## config.mk

```make
export PLATFORM = sky130hd
export DESIGN_NAME = line_rasterizer
export DESIGN_NICKNAME = d
export VERILOG_FILES = /design/src/rtl/lr_pkg.sv /design/src/rtl/line_rasterizer.sv /design/src/rtl/lr_step.sv
export SDC_FILE = /design/constraint.sdc
export NUM_CORES = 1
export LEC_CHECK = 0
export BUFFER_PORTS_ARGS = -buffer_cell sky130_fd_sc_hd__clkbuf_2
export CORE_MARGIN = 5
export CORE_UTILIZATION = 63
export DETAILED_ROUTE_END_ITERATION = 8
export GPL_TIMING_DRIVEN = 1
export PLACE_DENSITY = 0.92
export SLEW_MARGIN = 10
export SYNTH_ARGS = -nofsm -noshare
export SYNTH_HDL_FRONTEND = slang
export SYNTH_HIERARCHICAL = 1
export SYNTH_SLANG_ARGS = --single-unit
```

## constraint.sdc

```tcl
create_clock -name clk -period 7.3 [get_ports clk]
set_clock_uncertainty 0.15 [all_clocks]
set_input_delay 0 -clock clk [delete_from_list [all_inputs] [get_ports clk]]
set_output_delay 0 -clock clk [all_outputs]
set_load 0.02 [all_outputs]
```

## src/rtl/lr_pkg.sv

```systemverilog
package lr_pkg;

  localparam int COORD_W = 10;
  localparam int COLOR_W = 8;
  localparam int DEC_W   = COORD_W + 2;

  typedef enum logic {
    OP_START   = 1'b0,
    OP_ADVANCE = 1'b1
  } lr_op_t;

  typedef struct packed {
    lr_op_t               operation;
    logic [COORD_W-1:0]   x_start;
    logic [COORD_W-1:0]   y_start;
    logic [COORD_W-1:0]   x_end;
    logic [COORD_W-1:0]   y_end;
    logic [COLOR_W-1:0]   color;
  } lr_in_t;

  typedef struct packed {
    logic                 pixel_valid;
    logic [COORD_W-1:0]   pixel_x;
    logic [COORD_W-1:0]   pixel_y;
    logic [COLOR_W-1:0]   pixel_color;
    logic                 last_pixel;
  } lr_out_t;

  typedef struct packed {
    logic [COORD_W-1:0]   pos_x;
    logic [COORD_W-1:0]   pos_y;
    logic [COORD_W-1:0]   target_x;
    logic [COORD_W-1:0]   target_y;
    logic [COORD_W-1:0]   span_x;
    logic [COORD_W-1:0]   span_y;
    logic                 x_negative;
    logic                 y_negative;
    logic signed [DEC_W-1:0] decision;
    logic [COLOR_W-1:0]   line_color;
    logic                 busy;
  } lr_state_t;

endpackage

```

## src/rtl/line_rasterizer.sv

```systemverilog
// output: an accepted beat's result is registered and on out_ the next cycle
// throughput: one beat per cycle unless out_stall holds a full result reg;
//   one pixel per advance beat while a line is busy, via the bresenham step
// reset: rst_n synchronous, active low; clears the line state (idle, no line)
//   and empties the result register
module line_rasterizer (
  input  logic             clk,
  input  logic             rst_n,
  input  logic             in_valid,
  output logic             in_stall,
  input  lr_pkg::lr_in_t   in_data,
  output logic             out_valid,
  input  logic             out_stall,
  output lr_pkg::lr_out_t  out_data
);
  import lr_pkg::*;

  lr_state_t state_r;
  lr_state_t state_nxt;
  lr_out_t   result_nxt;
  lr_out_t   out_data_r;
  logic      out_valid_r;
  logic      in_take;

  // every beat in yields exactly one beat out, so the input only waits
  // while the result register is full and the far side holds it
  assign in_stall = out_valid_r && out_stall;
  assign in_take  = in_valid && !in_stall;

  // next line state and pixel for the current beat
  lr_step u_step (
    .cur    (state_r),
    .item   (in_data),
    .nxt    (state_nxt),
    .result (result_nxt)
  );

  // line state advances only on an accepted beat
  always_ff @(posedge clk) begin
    if (!rst_n) begin
      state_r <= '0;
    end else if (in_take) begin
      state_r <= state_nxt;
    end
  end

  // result register, refilled in the same cycle it drains
  always_ff @(posedge clk) begin
    if (!rst_n) begin
      out_valid_r <= 1'b0;
    end else if (in_take) begin
      out_valid_r <= 1'b1;
    end else if (!out_stall) begin
      out_valid_r <= 1'b0;
    end
  end

  // payload needs no reset
  always_ff @(posedge clk) begin
    if (in_take) begin
      out_data_r <= result_nxt;
    end
  end

  assign out_valid = out_valid_r;
  assign out_data  = out_data_r;

endmodule

```

## src/rtl/lr_step.sv

```systemverilog
module lr_step (
  input  lr_pkg::lr_state_t cur,
  input  lr_pkg::lr_in_t    item,
  output lr_pkg::lr_state_t nxt,
  output lr_pkg::lr_out_t   result
);
  import lr_pkg::*;

  logic                    xneg_s;
  logic                    yneg_s;
  logic [COORD_W-1:0]      sx_s;
  logic [COORD_W-1:0]      sy_s;
  logic signed [DEC_W-1:0] two_sx;
  logic signed [DEC_W-1:0] two_sy;
  logic signed [DEC_W-1:0] sx_ext;
  logic signed [DEC_W-1:0] sy_ext;
  logic                    x_major;
  logic                    dec_pos;
  logic [COORD_W-1:0]      step_x;
  logic [COORD_W-1:0]      step_y;

  // start-of-line spans and directions
  assign xneg_s = item.x_end < item.x_start;
  assign yneg_s = item.y_end < item.y_start;
  assign sx_s   = xneg_s ? (item.x_start - item.x_end) : (item.x_end - item.x_start);
  assign sy_s   = yneg_s ? (item.y_start - item.y_end) : (item.y_end - item.y_start);

  // decision arithmetic, operands picked from the new line on start
  always_comb begin
    logic [COORD_W-1:0] sx;
    logic [COORD_W-1:0] sy;
    sx = (item.operation == OP_START) ? sx_s : cur.span_x;
    sy = (item.operation == OP_START) ? sy_s : cur.span_y;
    sx_ext = $signed({2'b00, sx});
    sy_ext = $signed({2'b00, sy});
    two_sx = $signed({1'b0, sx, 1'b0});
    two_sy = $signed({1'b0, sy, 1'b0});
    x_major = sx >= sy;
  end

  assign dec_pos = !cur.decision[DEC_W-1] && (cur.decision != '0);
  assign step_x  = cur.x_negative ? (cur.pos_x - COORD_W'(1)) : (cur.pos_x + COORD_W'(1));
  assign step_y  = cur.y_negative ? (cur.pos_y - COORD_W'(1)) : (cur.pos_y + COORD_W'(1));

  always_comb begin
    nxt    = cur;
    result = '0;
    unique case (item.operation)
      OP_START: begin
        nxt.pos_x      = item.x_start;
        nxt.pos_y      = item.y_start;
        nxt.target_x   = item.x_end;
        nxt.target_y   = item.y_end;
        nxt.span_x     = sx_s;
        nxt.span_y     = sy_s;
        nxt.x_negative = xneg_s;
        nxt.y_negative = yneg_s;
        nxt.line_color = item.color;
        nxt.decision   = x_major ? (two_sy - sx_ext) : (two_sx - sy_ext);
        nxt.busy       = (sx_s != '0) || (sy_s != '0);
        result.pixel_valid = 1'b1;
        result.pixel_x     = item.x_start;
        result.pixel_y     = item.y_start;
        result.pixel_color = item.color;
        result.last_pixel  = !nxt.busy;
      end
      OP_ADVANCE: begin
        if (cur.busy) begin
          if (x_major) begin
            nxt.pos_x = step_x;
            if (dec_pos) begin
              nxt.pos_y    = step_y;
              nxt.decision = cur.decision + two_sy - two_sx;
            end else begin
              nxt.decision = cur.decision + two_sy;
            end
          end else begin
            nxt.pos_y = step_y;
            if (dec_pos) begin
              nxt.pos_x    = step_x;
              nxt.decision = cur.decision + two_sx - two_sy;
            end else begin
              nxt.decision = cur.decision + two_sx;
            end
          end
          nxt.busy = !((nxt.pos_x == cur.target_x) && (nxt.pos_y == cur.target_y));
          result.pixel_valid = 1'b1;
          result.pixel_x     = nxt.pos_x;
          result.pixel_y     = nxt.pos_y;
          result.pixel_color = cur.line_color;
          result.last_pixel  = !nxt.busy;
        end
      end
      default: begin
        nxt    = cur;
        result = '0;
      end
    endcase
  end

endmodule

```

==> summary by stage, run 1 <==
Outcome
The flow ran to the end, but the final reports show violations. The final reports fail on DRC.

Logic synthesis
The synthesized design contains 30 enable-type register cells. The share of the Yosys chip area taken by registers is 0.217. After synthesis the netlist holds a flip-flop and latch count of 114.

The mapped cell area is 11900 µm². After synthesis, the mean cell area works out to roughly 8.2 µm². The number of warnings reported in the yosys synthesis log is 6. The synthesized netlist net count is about 1.7k.

In the synthesized netlist the async set-or-reset flop fraction comes to 0. The cell count after synthesis came out at 1461. The number of different library cells used by synthesis comes to 85. The most used flip-flop cell after synthesis is dfxtp_1.

Setup path
The kind of start point of the critical path is an input pin. The worst setup path is captured at a register. Data on the critical path arrives at its endpoint at between 6 and 7 ns. The depth of the worst register-to-register path is 18. The worst endpoint required time is 7.43 ns.

In this run the worst path has a maximum fanout of 13. By startpoint and endpoint, the worst setup path is classified as in2reg. The number of buffers and inverters on the critical path is 7. The largest incremental delay on the critical path is 0.60 ns.

The launch instance of the worst register-to-register path is state_r[23]$_SDFFE_PN0P_. The setup slack on the worst flop-to-flop path is between 2 and 3 ns. The cell type group with the largest total delay on the critical path is simple AND/OR/NAND/NOR gates. The slowest stage of the critical path belongs to the cell or3_1. The capture instance of the worst register-to-register path is state_r[20]$_SDFFE_PN0P_.

Timing
Setup repair after global routing left no endpoint under its margin. In the final timing run, aggregate negative setup slack is 0 ns. For the pin with the worst max-slew slack, the measured transition is 1.03 ns. Setup violations remaining at the end of the flow were counted as 0. Measured against its own limit, the worst slew margin works out to 0.312. The final count of pins violating max slew was 0. Static timing analysis puts the maximum clock frequency at roughly 0.15 GHz.

The total count of hold-check failures in the final report is 0. The routed design could run at a clock period as short as 6.80 ns. Hold timing on the final database bottoms out at a slack of roughly 0.11 ns. The minimum setup slack in the final design is 0.498 ns.

Dividing the final minimum period by the clock period gives 0.932.

Pwr
Summed over all cells, the static leakage comes to 6.26 nW. The logic gate share of total power is 0.574. The maximum VDD drop is 0.000197 V.

The sequential share of power is 0.195. For this design the ratio of total power to cell area is 286 nW/µm². The clock share of power is 0.231. The internal portion of total power is 0.00215 W.

The switching power is around 0.0018 W. The switching share of power is 0.454.

Finish
At the end of the flow, the number of nets in the layout was 1777. The growth of design area from synthesis to finish is 15.6%. The share of cells above drive strength 1 is 0.114. The post-route standard cell area excluding fillers is 13800 µm².

Global routing
The maximum number of pins on one net before global-route repair is 108. The first global-routing pass estimated 63.6 mm of wire. Summed over all layers, the global routing overflow is 0.

The initial antenna violation count was 5. The overall fraction of global-route tracks in use is 0.360. The number of global-route vias before repair came to 12.1k.

Route
The routed via count is 12.7k. The detailed-routing iteration count for the pre-antenna-repair pass is 9. The initial DRC count is roughly 2k. The wire length per cell is 22.2 µm.

After detailed routing, the total wire length is 40.9 mm. The residual antenna-violating net count after detailed routing is 0. In the routed design, unresolved DRC markers number 43.

After detailed routing, the number of vias per cell comes to 6.89.

Clock network
No sink is reached through more buffers than the 2 on the longest clock path. Gates resized during post-CTS repair numbered 0. After clock tree synthesis, the clock-pin slew on the worst setup and hold paths is 0.06 ns.

The quantity of hold-fixing buffers added after cts is 80. The TritonCTS clock tree is built. The clock net sink count is 114. Counting the buffers created by CTS gives 17. The clock latency at the later pin of the worst-skew pair is approximately 0.43 ns. The deepest level of the CTS H-tree is 4.

The cell sitting at the root of the clock tree is a clkbuf_16. The number of buffers inserted by post-CTS setup repair is 0.

Worst hold path
In this run the worst hold path is classified as in2reg. The path with the worst hold slack has its endpoint at out_data[20]$_DFFE_PP_. The startpoint identified for the worst hold timing path is in_data[39]. The worst hold path passes through 3 cells.

Placed design
Timing analysis after detailed placement gives a worst setup slack of 1.24 ns. The weighted congestion at the end of routability-driven global placement is 0.983. The area after detailed placement is approximately 12000 µm². The HPWL after detailed placement is roughly 24 mm. The count of input and output buffers is 84.

Floorplanning
The placeable core region is 18600 µm². Row generation in the floorplan step produced 50 rows. The floorplan die width is between 100 and 150 µm. For this configuration, the core starts out at a cell density of 0.639.

The die covers 21800 µm². The floorplan step set the die height to 147 µm. For this design the top-level I/O count stands at 85.

Job
The tool flagged a number of max-cap violations equal to 0.
cell families (layout without fill, tap and decap cells):
family,count (synthesis),after routing,share of synthesized area
other,0,5,0
AO/OA/AOI/OAI,343,343,0.195
flip-flops,114,114,0.217
adder cells (fa/ha/maj),138,138,0.153
buffers and inverters,159,297,0.0605
AND/OR/NAND/NOR,471,471,0.180
XOR/XNOR,97,97,0.0748
multiplexers,139,139,0.120
synth_stat cells (5+ instances only):
cell       instances  share of area
o22ai_1           22          0.012
a31oi_1           21          0.011
xor2_1            43          0.032
a21boi_0           5         0.0032
edfxtp_1          30          0.076
inv_1             88          0.028
fa_1              12          0.020
nor2_1            58          0.018
nand3_1           24          0.010
nor2b_1           30          0.016
a21oi_1           59          0.025
or3_1              8         0.0042
nand2b_1          11         0.0058
mux2_2            28          0.026
or2_2              5         0.0026
nand4_1            8         0.0042
nand2_1          259          0.082
buf_1              5         0.0016
nor4_1             8         0.0042
a211oi_1          16          0.010
buf_2             21         0.0088
o21a_1            15         0.0095
buf_8              6         0.0076
o211ai_1          22          0.014
a21o_1            39          0.025
xnor2_1           51          0.038
ha_1             126           0.13
clkbuf_1          33          0.010
o2111ai_1          7         0.0051
o21bai_1           6         0.0038
dfxtp_1           84           0.14
nor3_1            28          0.012
o21ai_0           76          0.032
o41ai_1            5         0.0037
mux2i_1          108          0.091
and2_1             6         0.0032
placed cells by master (no fill, tap or decap), types with 8 or more instances in the layout:
cell           count
nor3_1            28
o22ai_1           22
nand4_1            8
mux2i_1          108
xnor2_1           51
fa_1              12
edfxtp_1          30
nand2b_1          11
buf_4             14
xor2_1            43
o21ai_0           76
dlygate4sd3_1     80
mux2_2            28
o21a_1            15
nand3_1           24
a21o_1            39
a211oi_1          16
inv_1             88
nor2_1            58
nor2b_1           29
nor4_1             8
a31oi_1           21
clkbuf_16         17
clkbuf_2          82
or3_1              8
dfxtp_1           84
a21oi_1           59
nand2_1          259
o211ai_1          22
ha_1             126
how the worst max path moves through the flow:
stage | from | endpoint | slack [ns] | cells past startpoint
floorplan | in_data[18] | state_r[19]$_SDFFE_PN0P_ | 2.13 | 27
global placement | in_data[18] | out_data[0]$_DFFE_PP_ | 1.29 | 25
detailed placement | in_data[18] | out_data[0]$_DFFE_PP_ | 1.24 | 25
CTS | in_data[18] | out_data[0]$_DFFE_PP_ | 1.02 | 26
global route | in_data[18] | state_r[0]$_SDFFE_PN0P_ | 0.34 | 28
finish | in_data[18] | state_r[0]$_SDFFE_PN0P_ | 0.50 | 28
state kept, by name, summed over array words and instances (netlist names):
| signal | cells |
|---|---|
| state_r | 83 |
| out_data | 30 |
| out_valid | 1 |
per-layer routing:
metal / GRT usage / part of all wire / vias up / wire (µm)
li1: - / - / 5458 / -
met1: 0.416 / 0.35 / 5710 / 14300
met2: 0.602 / 0.45 / 1083 / 18400
met3: 0.0858 / 0.11 / 412 / 4430
met4: 0.222 / 0.090 / 0 / 3670
met5: 0 / 0 / - / 0
metrics by stage:
step                      total power (W)   util  cells
after floorplan                   0.00240      -   1461
after global placement            0.00278  0.662   1721
after detailed placement          0.00286  0.662   1721
after CTS                         0.00379  0.738   1833
after global routing              0.00414  0.739   1838
final                             0.00394  0.739   1838
power groups by stage:
stage                     Combinational, W  Sequential (W)  Clock (W)
after floorplan                    0.00163        0.000773          0
after global placement             0.00201        0.000773          0
after detailed placement           0.00208        0.000776          0
after CTS                          0.00214        0.000763   0.000892
after global routing               0.00243        0.000774   0.000940
final                              0.00226        0.000769   0.000908
cell type report:
class,instances,area [µm²]
Multi-Input combinational cell,1188,8620
Fill cell,1211,4870
Sequential cell,114,2580
Timing Repair Buffer,176,1320
Clock buffer,18,439
Inverter,89,334
Tap cell,234,293
Clock inverter,14,176
Antenna cell,5,12.5
worst reg2reg max path, cell delays in order (launching register included):
cell and delay [ns]:
dfxtp_1 0.34, a21oi_1 0.30, inv_1 0.24, ha_1 0.27, fa_1 0.44, a21oi_1 0.23
o21bai_1 0.12, xor2_1 0.25, ha_1 0.33, o21ai_0 0.19, a21oi_1 0.10, o41ai_1 0.51
o21ai_0 0.22, xor2_1 0.18, mux2i_1 0.20, nand4_1 0.13, nor3b_1 0.20, nand2_1 0.06
mux2i_1 0.08
Power figures use the tool's default switching activity.
==> run 2: changes to the inputs <==
- CORE_UTILIZATION: 63 -> 57
- PLACE_DENSITY: 0.92 -> 0.88
- clock period: 7.3 -> 6.25 ns (I/O delays scaled with it)
==> summary by stage, run 2 (same netlist as run 1, synthesis figures left out) <==
Outcome
Outcome: finished clean (was complete, but fails checks).

Global routing
The wire length of the first global-routing pass was 61.1 mm (was 63.6 mm). The overall fraction of global-route tracks in use came to 0.313 (was 0.360). The met3 capacity usage during global routing is 0.0648 (was 0.0858). The number of global-route vias before repair is 11.9k (was 12.1k). The layer with the highest usage was met2 (unchanged). The met2 track demand over resource was 0.524 (was 0.602).

The met1 usage in global routing came to 0.375 (was 0.416). The global route total overflow is 0 (unchanged). The initial antenna violation count is 0 (was 5). The maximum number of pins on one net before global-route repair is 105 (was 108).

Finish
The flip-flop and latch area was 2580 µm² (unchanged). Highest-count cells in the layout ignoring fill and taps: nand2_1, ha_1, mux2i_1 (unchanged). The growth of design area from synthesis to finish is 16.8% (was 15.6%).

The flip-flop count of the largest register after layout is 83 (unchanged). The most flop-heavy register is state_r (unchanged). The final-layout fill cell count came to 1407 (was 1211).

The share of cells above drive strength 1 is 0.125 (was 0.114). The most common library cell in the layout ignoring fill and taps is nand2_1 (unchanged). The area of the multi-input gates is 8680 µm² (was 8620 µm²). The total inserted antenna cells was 0 (was 5). The post-route standard cell area excluding fillers is 13900 µm² (was 13800 µm²).

The count of nets after finishing is 1789 (was 1777).

Pwr
The maximum VDD drop came to 0.000225 V (was 0.000197 V). The total power divided by cell area was 328 nW/µm² (was 286 nW/µm²). The static leakage power was 6.30 nW (was 6.26 nW).

Setup path
The kind of critical path is in2reg (unchanged). The worst endpoint required time is 6.37 ns (was 7.43 ns). The top fanout value on the critical path was 7 (was 13). The kind of start point of the critical path is an input pin (unchanged). The critical path arrival is 6.20 ns (was 6.93 ns).

The number of buffer and inverter stages on the critical path is 6 (was 7). The sort of element at the end of the critical path is a register (unchanged). The largest incremental delay on the critical path is 0.54 ns (was 0.60 ns).

The cell type group with the largest total delay on the critical path is compound AO/OA/AOI/OAI gates (was simple AND/OR/NAND/NOR gates). The library cell contributing the largest single delay on the critical path is dlygate4sd3_1 (was or3_1).

Route
The post-detailed-routing wire length came to 39.1 mm (was 40.9 mm). The residual antenna-violating net count after detailed routing was 0 (unchanged). The detailed-routing iteration count for the pre-antenna-repair pass is 7 (was 9).

The routed via count is 12.3k (was 12.7k). The routed via count divided by cell count is 6.51 (was 6.89). The post-detailed-route DRC marker count was 0 (was 43).

The initial DRC count is 1442 (was 1956). The wire length per cell is 20.8 µm (was 22.2 µm).

Timing
The time the worst path needs with I/O delays and setup is 6.08 ns. The relative max-transition margin is 0.346 (was 0.312). Static timing analysis puts the maximum clock frequency at 0.164 GHz.

The count of endpoints failing setup in the final report is 0 (unchanged). The slew at the pin closest to its max-slew limit was 0.981 ns (was 1.03 ns). The total count of hold-check failures in the final report is 0 (unchanged). The final count of pins violating max slew is 0 (unchanged). The tightest hold margin is 0.118 ns (was 0.113 ns).

The fraction of the cycle the final worst path needs is 0.973.

Placed design
The area after detailed placement was 12400 µm² (was 12300 µm²). The placed wire-length estimate is 24.6 mm (was 24.2 mm). The weighted congestion at the end of routability-driven global placement is 0.990 (was 0.983).

The count of input and output buffers is 84 (unchanged).

Clock network
The cell chosen for the clock root is clkbuf_16 (unchanged). The clock transition at the registers of the reported paths is 0.06 ns (about the same). The TritonCTS clock tree is built (unchanged). The number of buffers on the longest clock path was 2 (unchanged). The deepest level of the CTS H-tree came to 4 (unchanged). The clock net sink count is 114 (unchanged). The total CTS buffers is 17 (unchanged). The clock latency at the later pin of the worst-skew pair is 0.43 ns (about the same).

Job
The number of max-capacitance violations reported came to 0 (unchanged).

Floorplanning
The number of core rows is 52 (was 50). The total die area is 23900 µm² (was 21800 µm²). The number of I/O pins is 85 (unchanged). The placeable core region is 20400 µm² (was 18600 µm²). The initial cell density of the core is 0.583 (was 0.639). The die extent in y came to 155 µm (was 147 µm). The floorplan die width was 155 µm (was 147 µm).

Worst hold path
The path class of the lowest-slack min-delay path is in2reg (unchanged).
## run 2: changes by cell type in the layout (fill, tap and decap cells not counted), moves of 3 or more
cell and delta:
clkinvlp_4 +4, inv_6 -3, buf_4 +11, diode_2 -5
## run 2: final timing paths
kind / from / end / slack [ns] / cells after the start
worst min register to register: state_r[29]$_SDFFE_PN0P_ / state_r[29]$_SDFFE_PN0P_ / 0.30 / 2
worst max-delay path: in_data[18] / state_r[0]$_SDFFE_PN0P_ / 0.17 / 27
worst min-delay path: in_data[29] / out_data[10]$_DFFE_PP_ / 0.12 / 3
worst max register to register: state_r[23]$_SDFFE_PN0P_ / state_r[19]$_SDFFE_PN0P_ / 1.89 / 18
## run 2: routing by layer
metal,part of all wire,routed length (µm),vias up
li1,-,-,5473
met1,0.38,14800,5612
met2,0.46,17900,919
met3,0.095,3690,249
met4,0.069,2690,0
met5,0,0,-
## run 2: through the flow
step / TNS [ns] / instances / setup WS [ns] / total power (W) / utilization
finish: 0 / 1881 / 0.169 / 0.00456 / 0.681
global route: -0.0372 / 1881 / -0.0208 / 0.00480 / 0.681
CTS: 0 / 1875 / 0.185 / 0.00435 / 0.676
detailed placement: 0 / 1762 / 0.290 / 0.00335 / 0.608
global placement: 0 / 1762 / 0.408 / 0.00329 / 0.608
floorplan: 0 / 1461 / 1.08 / 0.00281 / -
## run 2: final cells by class
type / instances / area share
multi-input cells: 1188 / 0.624
flip-flops and latches: 114 / 0.186
repair buffers: 188 / 0.101
clock buffers: 18 / 0.0309
well taps: 270 / 0.0243
inverters: 89 / 0.0240
clock inverters: 14 / 0.0101
## run 2: repair_timing
item,4_1_cts,5_1_grt
resized for setup,0,16
setup endpoints to repair,0,6
endpoints found under the hold margin,83,0
buffers inserted,0,6
hold buffers,81,0
## run 2: worst register-to-register path: cells and delay by family (launching register included)
family                     cells  cell delay, ns
AOI/OAI and AO/OA              8            1.85
xor gates and xnor gates       2            0.36
adders and majority gates      3            1.02
buffers and inverters          1            0.23
DFF                            1            0.32
muxes                          1            0.08
and+or+nand+nor                3            0.25
## run 2: power breakdown
group	switching (W)	internal, W
clock network	0.000387	0.000583
logic	0.00159	0.00111
registers	0.0000737	0.000824
total	0.00205	0.00251
